File: src/sv/dttd_pkg.sv
// Package with types and constants of the difficulty to target divider unit
`default_nettype none

package dttd_pkg;

	// Field widths
	localparam int WORD_W   = 64;
	localparam int FRAC_W   = 52;
	localparam int EXP_W    = 11;
	localparam int MANT_W   = FRAC_W + 1;
	localparam int TGT_W    = 4 * WORD_W;

	// Division span and step counter
	localparam int WIDE_BITS = 384;
	localparam int STEP_W    = $clog2(WIDE_BITS);
	localparam int POS_W     = 12;

	// Position of the lowest set bit of the difficulty-1 target for a given
	// exponent: 208 + 1075 - exponent field
	localparam logic [EXP_W-1:0]        EXP_SPECIAL = {EXP_W{1'b1}};
	localparam logic signed [POS_W-1:0] POS_BIAS    = 12'sd1283;
	// Highest legal low-bit position: left shift of 160
	localparam logic signed [POS_W-1:0] POS_MAX     = 12'sd368;
	// The difficulty-1 target holds sixteen ones above its low bit
	localparam logic signed [POS_W-1:0] T1_SPAN_M1  = 12'sd15;

	localparam logic [STEP_W-1:0] STEP_TOP = STEP_W'(WIDE_BITS - 1);
	localparam logic [STEP_W-1:0] STEP_OVF = STEP_W'(TGT_W);

	typedef enum logic {
		ST_IDLE,
		ST_DIV
	} state_t;

endpackage

`default_nettype wire

File: src/sv/difficulty_to_target_divider_unit.sv
// Difficulty to 256-bit share target: double decode and bit-serial divider
//
//   channel   direction  handshake        payload
//   command   in         start / busy     difficulty_bits
//   result    out        done (strobe)    target_word3..0, saturated, status
//
// A command is taken when start is high and busy is low. A NaN, infinity,
// zero, negative or out-of-range difficulty is answered in the next cycle.
// A valid one runs the restoring divider one quotient bit per cycle over
// 384 bits; busy holds until the last quotient bit is in, and done rises
// in the same cycle as busy falls.
// done is high for one cycle and cannot be held off; a new command may be
// taken in that same cycle. arst_n clears the sequencer at once.
`default_nettype none

module difficulty_to_target_divider_unit (
	input  wire                           clk,
	input  wire                           arst_n,
	input  wire                           start,
	input  wire [dttd_pkg::WORD_W-1:0]    difficulty_bits,
	output logic                          busy,
	output logic                          done,
	output logic [dttd_pkg::WORD_W-1:0]   target_word3,
	output logic [dttd_pkg::WORD_W-1:0]   target_word2,
	output logic [dttd_pkg::WORD_W-1:0]   target_word1,
	output logic [dttd_pkg::WORD_W-1:0]   target_word0,
	output logic                          saturated,
	output logic                          status
);
	import dttd_pkg::*;

	state_t state_q, state_d;

	logic                     done_q;
	logic                     sat_q;
	logic                     status_q;
	logic                     ovf_q;
	logic [MANT_W-1:0]        mant_q;
	logic [MANT_W-1:0]        rem_q;
	logic [TGT_W-1:0]         quo_q;
	logic signed [POS_W-1:0]  pos_q;
	logic [STEP_W-1:0]        step_q;

	// Decode of the incoming double
	logic                     in_sign;
	logic [EXP_W-1:0]         in_exp;
	logic [FRAC_W-1:0]        in_frac;
	logic                     in_invalid;
	logic                     in_sub;
	logic signed [POS_W-1:0]  in_pos;
	logic                     accept;

	// One divider step
	logic signed [POS_W-1:0]  step_pos;
	logic                     num_bit;
	logic [MANT_W:0]          trial;
	logic [MANT_W:0]          diff;
	logic                     q_bit;

	assign in_sign    = difficulty_bits[WORD_W-1];
	assign in_exp     = difficulty_bits[WORD_W-2 -: EXP_W];
	assign in_frac    = difficulty_bits[FRAC_W-1:0];
	assign in_invalid = in_sign || (in_exp == EXP_SPECIAL) ||
	                    ((in_exp == '0) && (in_frac == '0));
	assign in_sub     = (in_exp == '0);
	assign in_pos     = POS_BIAS - $signed({1'b0, in_exp});
	assign accept     = start && !busy;

	// Numerator bit: inside the sixteen-bit run of the shifted target
	assign step_pos = $signed({{(POS_W-STEP_W){1'b0}}, step_q});
	assign num_bit  = (step_pos >= pos_q) && (step_pos <= pos_q + T1_SPAN_M1);
	assign trial    = {rem_q, num_bit};
	assign diff     = trial - {1'b0, mant_q};
	assign q_bit    = !diff[MANT_W];

	// Hold the sequencer state
	always_ff @(posedge clk or negedge arst_n) begin
		if (!arst_n) begin
			state_q <= ST_IDLE;
		end else begin
			state_q <= state_d;
		end
	end

	// Next state and handshake; busy is low in idle, so start alone takes a command
	always_comb begin
		state_d = state_q;
		busy    = 1'b0;
		case (state_q)
			ST_IDLE: begin
				if (start && !in_invalid && !in_sub && (in_pos <= POS_MAX)) begin
					state_d = ST_DIV;
				end
			end
			ST_DIV: begin
				busy = 1'b1;
				if (step_q == '0) begin
					state_d = ST_IDLE;
				end
			end
			default: begin
				state_d = ST_IDLE;
			end
		endcase
	end

	// Flag the result transfer and its status bits
	always_ff @(posedge clk or negedge arst_n) begin
		if (!arst_n) begin
			done_q   <= 1'b0;
			sat_q    <= 1'b0;
			status_q <= 1'b0;
		end else begin
			done_q <= 1'b0;
			if (accept) begin
				if (in_invalid) begin
					done_q   <= 1'b1;
					status_q <= 1'b1;
					sat_q    <= 1'b0;
				end else if (in_sub || (in_pos > POS_MAX)) begin
					done_q   <= 1'b1;
					status_q <= 1'b0;
					sat_q    <= 1'b1;
				end else begin
					status_q <= 1'b0;
					sat_q    <= 1'b0;
				end
			end else if ((state_q == ST_DIV) && (step_q == '0)) begin
				done_q <= 1'b1;
				sat_q  <= ovf_q;
			end
		end
	end

	// Load operands on accept, then advance one quotient bit per cycle
	always_ff @(posedge clk) begin
		if (accept) begin
			mant_q <= {1'b1, in_frac};
			pos_q  <= in_pos;
			step_q <= STEP_TOP;
			rem_q  <= '0;
			quo_q  <= '0;
			ovf_q  <= 1'b0;
		end else if (state_q == ST_DIV) begin
			rem_q  <= q_bit ? diff[MANT_W-1:0] : trial[MANT_W-1:0];
			quo_q  <= {quo_q[TGT_W-2:0], q_bit};
			step_q <= step_q - 1'b1;
			if (q_bit && (step_q >= STEP_OVF)) begin
				ovf_q <= 1'b1;
			end
		end
	end

	// Drive the result; saturation forces all ones
	assign done         = done_q;
	assign saturated    = sat_q;
	assign status       = status_q;
	assign target_word3 = sat_q ? '1 : quo_q[4*WORD_W-1 -: WORD_W];
	assign target_word2 = sat_q ? '1 : quo_q[3*WORD_W-1 -: WORD_W];
	assign target_word1 = sat_q ? '1 : quo_q[2*WORD_W-1 -: WORD_W];
	assign target_word0 = sat_q ? '1 : quo_q[WORD_W-1:0];

endmodule

`default_nettype wire

File: config.mk
export PLATFORM = sky130hd
export DESIGN_NAME = difficulty_to_target_divider_unit
export DESIGN_NICKNAME = d
export VERILOG_FILES = /design/src/sv/dttd_pkg.sv /design/src/sv/difficulty_to_target_divider_unit.sv
export SDC_FILE = /design/constraint.sdc
export NUM_CORES = 1
export LEC_CHECK = 0
export ABC_CLOCK_PERIOD_IN_PS = 6700
export BUFFER_PORTS_ARGS = -buffer_cell sky130_fd_sc_hd__buf_4
export CORE_MARGIN = 2
export CORE_UTILIZATION = 57
export CTS_CLUSTER_DIAMETER = 40
export DETAILED_ROUTE_END_ITERATION = 8
export PLACE_DENSITY = 0.91
export SLEW_MARGIN = 5
export SYNTH_ARGS = -nofsm -noshare
export SYNTH_HDL_FRONTEND = slang
export SYNTH_SLANG_ARGS = --single-unit
File: constraint.sdc
create_clock -name clk -period 6.7 [get_ports clk]
set_input_delay 1.005 -clock clk [delete_from_list [all_inputs] [get_ports clk]]
set_output_delay 1.005 -clock clk [all_outputs]
set_load 0.02 [all_outputs]
# Word-level counts from Yosys, hierarchy flattened
# Index checks and enable logic that the tools add are counted.
# word_totals
ff_bits	387
input_bits	67
out_inout_bits	260
# op_classes
n_addsub	4
n_lt_le_gt_ge	5
n_eq_ne	1
muxes	17
n_bitwise	1
reduce_logical	20
# op_table
operator	count
two-way mux 64 bit	4
subtractor 54 x 53 -> 54 bit	1
two-way mux 53 bit	1
zero test 52 bit	1
adder 12 x 5 -> 12 bit (second input constant)	1
greater-or-equal comparator 10 x 12 -> 1 bit	1
> comparator 12 x 10 -> 1 bit (second input constant)	1
<= comparator 10 x 12 -> 1 bit	1
<= comparator 12 x 10 -> 1 bit (second input constant)	1
subtractor 11 x 11 -> 12 bit (first input constant)	1
equality test 11 bit (second input constant)	1
zero test 11 bit	1
two-way mux 1 bit	11
greater-or-equal comparator 9 bit (second input constant)	1
zero test 9 bit	1
subtractor 9 x 1 -> 9 bit (second input constant)	1
logical AND 1 bit	8
zero test 1 bit	4
logical OR 1 bit	3
case mux 1 bit (2 select lines)	1
AND reduction 2 bit	1
nonzero test 2 bit	1
NOT 1 bit	1

# Logic depth before layout (Yosys ltp)
# depth
word_depth	9
ltp_mapped	25
ltp_nobuf	25

# Least setup slack after synthesis
# No wires, ideal clock.
# synth_timing
path_type	input-to-reg
start	in start
end	reg sat_q, in the netlist saturated
setup_time_ns	0.065
arrival_time_ns	5.028
t_required_ns	6.635
setup_slack_ns	1.607
path_stages	6
cell_sequence	clkbuf_1 > inv_1 > nor2_1 > nand2_1 > o32ai_1 > mux2_2
# synth_via
elab_chain_len	2
word_cells_on_any_way	3
classes_between	1 x mux; 2 x reduce/logical
# synth_rtl
element	line_no	rtl
start, declared	difficulty_to_target_divider_unit.sv:19	input wire start,
logical AND 1 bit (*)	difficulty_to_target_divider_unit.sv:67	assign accept = start && !busy;
net accept	difficulty_to_target_divider_unit.sv:51	logic accept;
two-way mux 1 bit / nonzero test 2 bit (equally long branches)	n/a	
end signal, assigned	difficulty_to_target_divider_unit.sv:130	sat_q <= ovf_q;
end, declared	difficulty_to_target_divider_unit.sv:35	logic sat_q;
# Mark *: on every way through the listed nets, which the timed path passes. The rest lies on a longest branch.
# A chain may end at the register's enable or synchronous reset.

# Worst setup path after layout
# layout_timing
start	reg pos_q[0]
end	reg rem_q[48]
# layout_via
elab_chain_len	5
word_cells_on_any_way	6
classes_between	2 x add/sub; 2 x order compare; 1 x mux; 1 x reduce/logical
# layout_rtl
element	line_no	rtl
start, declared	difficulty_to_target_divider_unit.sv:41	logic signed [POS_W-1:0] pos_q;
start signal, assigned	difficulty_to_target_divider_unit.sv:139	pos_q <= in_pos;
adder 12 x 5 -> 12 bit	difficulty_to_target_divider_unit.sv:71	assign num_bit = (step_pos >= pos_q) && (step_pos <= pos_q + T1_SPAN_M1);
<= comparator 10 x 12 -> 1 bit	difficulty_to_target_divider_unit.sv:71	
logical AND 1 bit (*)	difficulty_to_target_divider_unit.sv:71	
subtractor 54 x 53 -> 54 bit (*)	difficulty_to_target_divider_unit.sv:73	assign diff = trial - {1'b0, mant_q};
two-way mux 53 bit (*)	difficulty_to_target_divider_unit.sv:145	rem_q <= q_bit ? diff[MANT_W-1:0] : trial[MANT_W-1:0];
end signal, assigned	difficulty_to_target_divider_unit.sv:145	
end, declared	difficulty_to_target_divider_unit.sv:39	logic [MANT_W-1:0] rem_q;
# Mark *: on every way between the ends. The rest lies on a longest branch, timed or not.

==> qor.yml <==
synthesis:
  yosys.area_share.simple_pct: 25.6
  syn_area_per_cell_um2: 7.90
  synth_sequential_area_ratio_pct: 43.9
  ys_ff_latch: 387
  synth_edf_count: 64
  synth_top_area_share_pct: 33.3
  synth_top_family_by_area: "simple AND/OR/NAND/NOR gates"
  synth_xor_xnor_area_share_pct: 2.79
  netlist_area_mm2: 0.0192
  synth_top_area_cell: "dfxtp_1"
  synth_fa_ha_area_share_pct: 5.00
  syn-num-nets: 2571
  muxShareOfSynthArea_pct: 0.685
  synthesis.instances: 2428
  synth.area.top_cells: "dfxtp_1, nand2_1, edfxtp_1"
  synth_compound_area_share_pct: 17.2
  ys_warn_count: 0
  synth-async-reset-ratio_pct: 1.03
  ys.flop_type: "dfxtp_1"
  ys_types: 67
clock_network:
  cts.path.max_buffers: 3
  hold_buffers: 0
  cts_tree: "done"
  worstSkewPairLatency_ps: 610
  cts-htree-levels: 2
  numCtsBuffers: 54
  clk_pin_slew_ps: 60
  cts-root-buf: "clkbuf_16"
  clkSinkCount: 387
  cts_setup_buffers: 0
  post_cts_resized: 0
timing:
  worst_pin_slew_ps: 1180
  skew_ps: 19.9
  timing.final.crit_share_pct: 83.9
  holdWs_ps: 198
  fmax_ghz: 0.178
  setup_viol: 0
  period_needed_ps: 5620
  finalHoldViolCount: 0
  relSlewSlack_pct: 21.6
  rsz0062_at_grt: "false"
  finalMaxSlewViolations: 0
  tns_ps: 0
drt:
  via_per_inst: 5.67
  firstDrtPassIters: 8
  drc_errors: 0
  drt_iter0_markers: 1269
  final_antenna_net_count: 0
  post_drt_wl_per_cell_um: 17.2
  num_vias: 17900
  wirelength_um: 54500
final_layout:
  final_common_cell: "nand2_1"
  fill_cells: 2466
  layout-drive-gt1-share_pct: 26.0
  layout_common_cells: "nand2_1, buf_4, o21ai_0, dfxtp_1, or2_2"
  syn2layout_area_growth_pct: 23.2
  final_nets: 2814
  diodes: 0
  stdcell_count: 3165
outcome:
  outcome: "complete, no violations"
floorplan:
  die_y_um: 187
  num_rows: 67
  core_mm2: 0.0334
  die_width_um: 187
  initial_core_util_pct: 57.5
  die-area_mm2: 0.0351
  io_pins: 327
global_routing:
  grtUsageTotal_pct: 30.3
  grt_pass1_wl_um: 87900
  grt_pass1_vias: 17100
  grt_start_max_net_pins: 216
  grt_remaining_overflow: 0
  antenna_found_initial: 0
critical_path:
  crit_top_cell: "o21a_1"
  end_kind: "flip-flop"
  start_kind: "flip-flop"
  cp_slowest_stage_delay_ps: 450
  required_ps: 7180
  cp.arrival_ps: 6100
  crit_family: "compound AO/OA/AOI/OAI gates"
  path_class: "flip-flop to flip-flop"
  cpMaxStageDelayCell: "a221oi_2"
  cp_max_fo: 5
  crit_buf_inv: 2
placement:
  dp_hpwl_um: 35700
  placed_cells: 3063
  place.gp.congestion: 0.924
  port_buffers: 326
power:
  peakVddDrop_mv: 0.368
  leakage_uw: 0.00980
  power.density_mw_per_mm2: 557
job:
  drv_cap: 0
hold_path:
  hold_path.class: "input port to async pin"
## logic make-up (layout without fill, tap and decap cells)
logic type,Yosys count,count (layout)
buf+inv,241,530
mux,13,13
compound gates,589,589
fa+ha+maj,76,76
xor+xnor,61,61
flops,387,387
simple gates,1061,1061
## path summary, 6_finish.rpt
check,from,to,slack (ps),cells past startpoint
max,pos_q[0],rem_q[48],1080,25
min,arst_n,state_q,200,1
max reg2reg,pos_q[0],rem_q[48],1080,25
min reg2reg,rem_q[25],rem_q[25],470,2
max in group asynchronous,arst_n,saturated,6390,1
min in group clk,rem_q[25],rem_q[25],470,2
## cell type report
type / instances / area (um^2) / area share, %
Tap cell: 448 / 561 / 2.37
Clock inverter: 38 / 459 / 1.94
Inverter: 91 / 349 / 1.48
Clock buffer: 64 / 1460 / 6.18
Multi-Input combinational cell: 1800 / 9840 / 41.7
Sequential cell: 387 / 8420 / 35.6
Timing Repair Buffer: 337 / 2530 / 10.7
## where the power goes
part | switching [uW] | internal (uW)
Combinational | 3440 | 2530
Clock | 1200 | 1770
Sequential | 847 | 3390
Total | 5480 | 7680
## routing by layer
metal	wire length, um	part of all wire (%)	GRT usage (%)
met1	22100	41	36.6
met5	0	0	0
met4	3080	5.6	16.5
met3	4100	7.5	7.69
met2	25300	46	49.6
## per-stage QoR
| step | setup WS (ps) | power, uW | utilization [%] | area, um^2 |
|---|---|---|---|---|
| after detailed placement | 1240 | 10100 | 65.0 | 21700 |
| after global routing | 539 | 14000 | 70.8 | 23600 |
| final | 1080 | 13200 | 70.8 | 23600 |
| after CTS | 1150 | 13100 | 70.8 | 23600 |
| after floorplan | 1610 | 8120 | - | 19200 |
| after global placement | 1430 | 9830 | 65.0 | 21700 |
## registers in the layout, summed over array words and instances, names as in the netlist
signal / flops
done: 1
pos_q: 12
status: 1
ovf_q: 1
quo_q: 256
saturated: 1
rem_q: 53
mant_q: 52
state_q: 1
step_q: 9
## cell usage after synthesis, types with 3 or more instances
cell / instances
buf_2: 5
buf_1: 7
xnor2_1: 38
a211oi_1: 6
nor4_1: 17
a32oi_1: 6
and4_1: 4
nor2_1: 70
xor2_1: 23
nand2_1: 608
o21a_1: 14
clkbuf_1: 133
o21ai_0: 320
inv_1: 91
buf_4: 5
edfxtp_1: 64
a21o_1: 22
nor3_1: 24
o22ai_1: 3
nand3_1: 17
and3_1: 11
a31oi_1: 16
o21bai_1: 10
dfrtp_1: 4
ha_1: 75
mux2i_1: 12
and2_1: 3
o31a_1: 5
nand4_1: 19
nor2b_1: 9
a21boi_0: 5
or3_1: 4
nand2b_1: 12
a21oi_1: 121
or2_2: 258
dfxtp_1: 319
o21ai_1: 31
(Power assumes the default switching activity.)
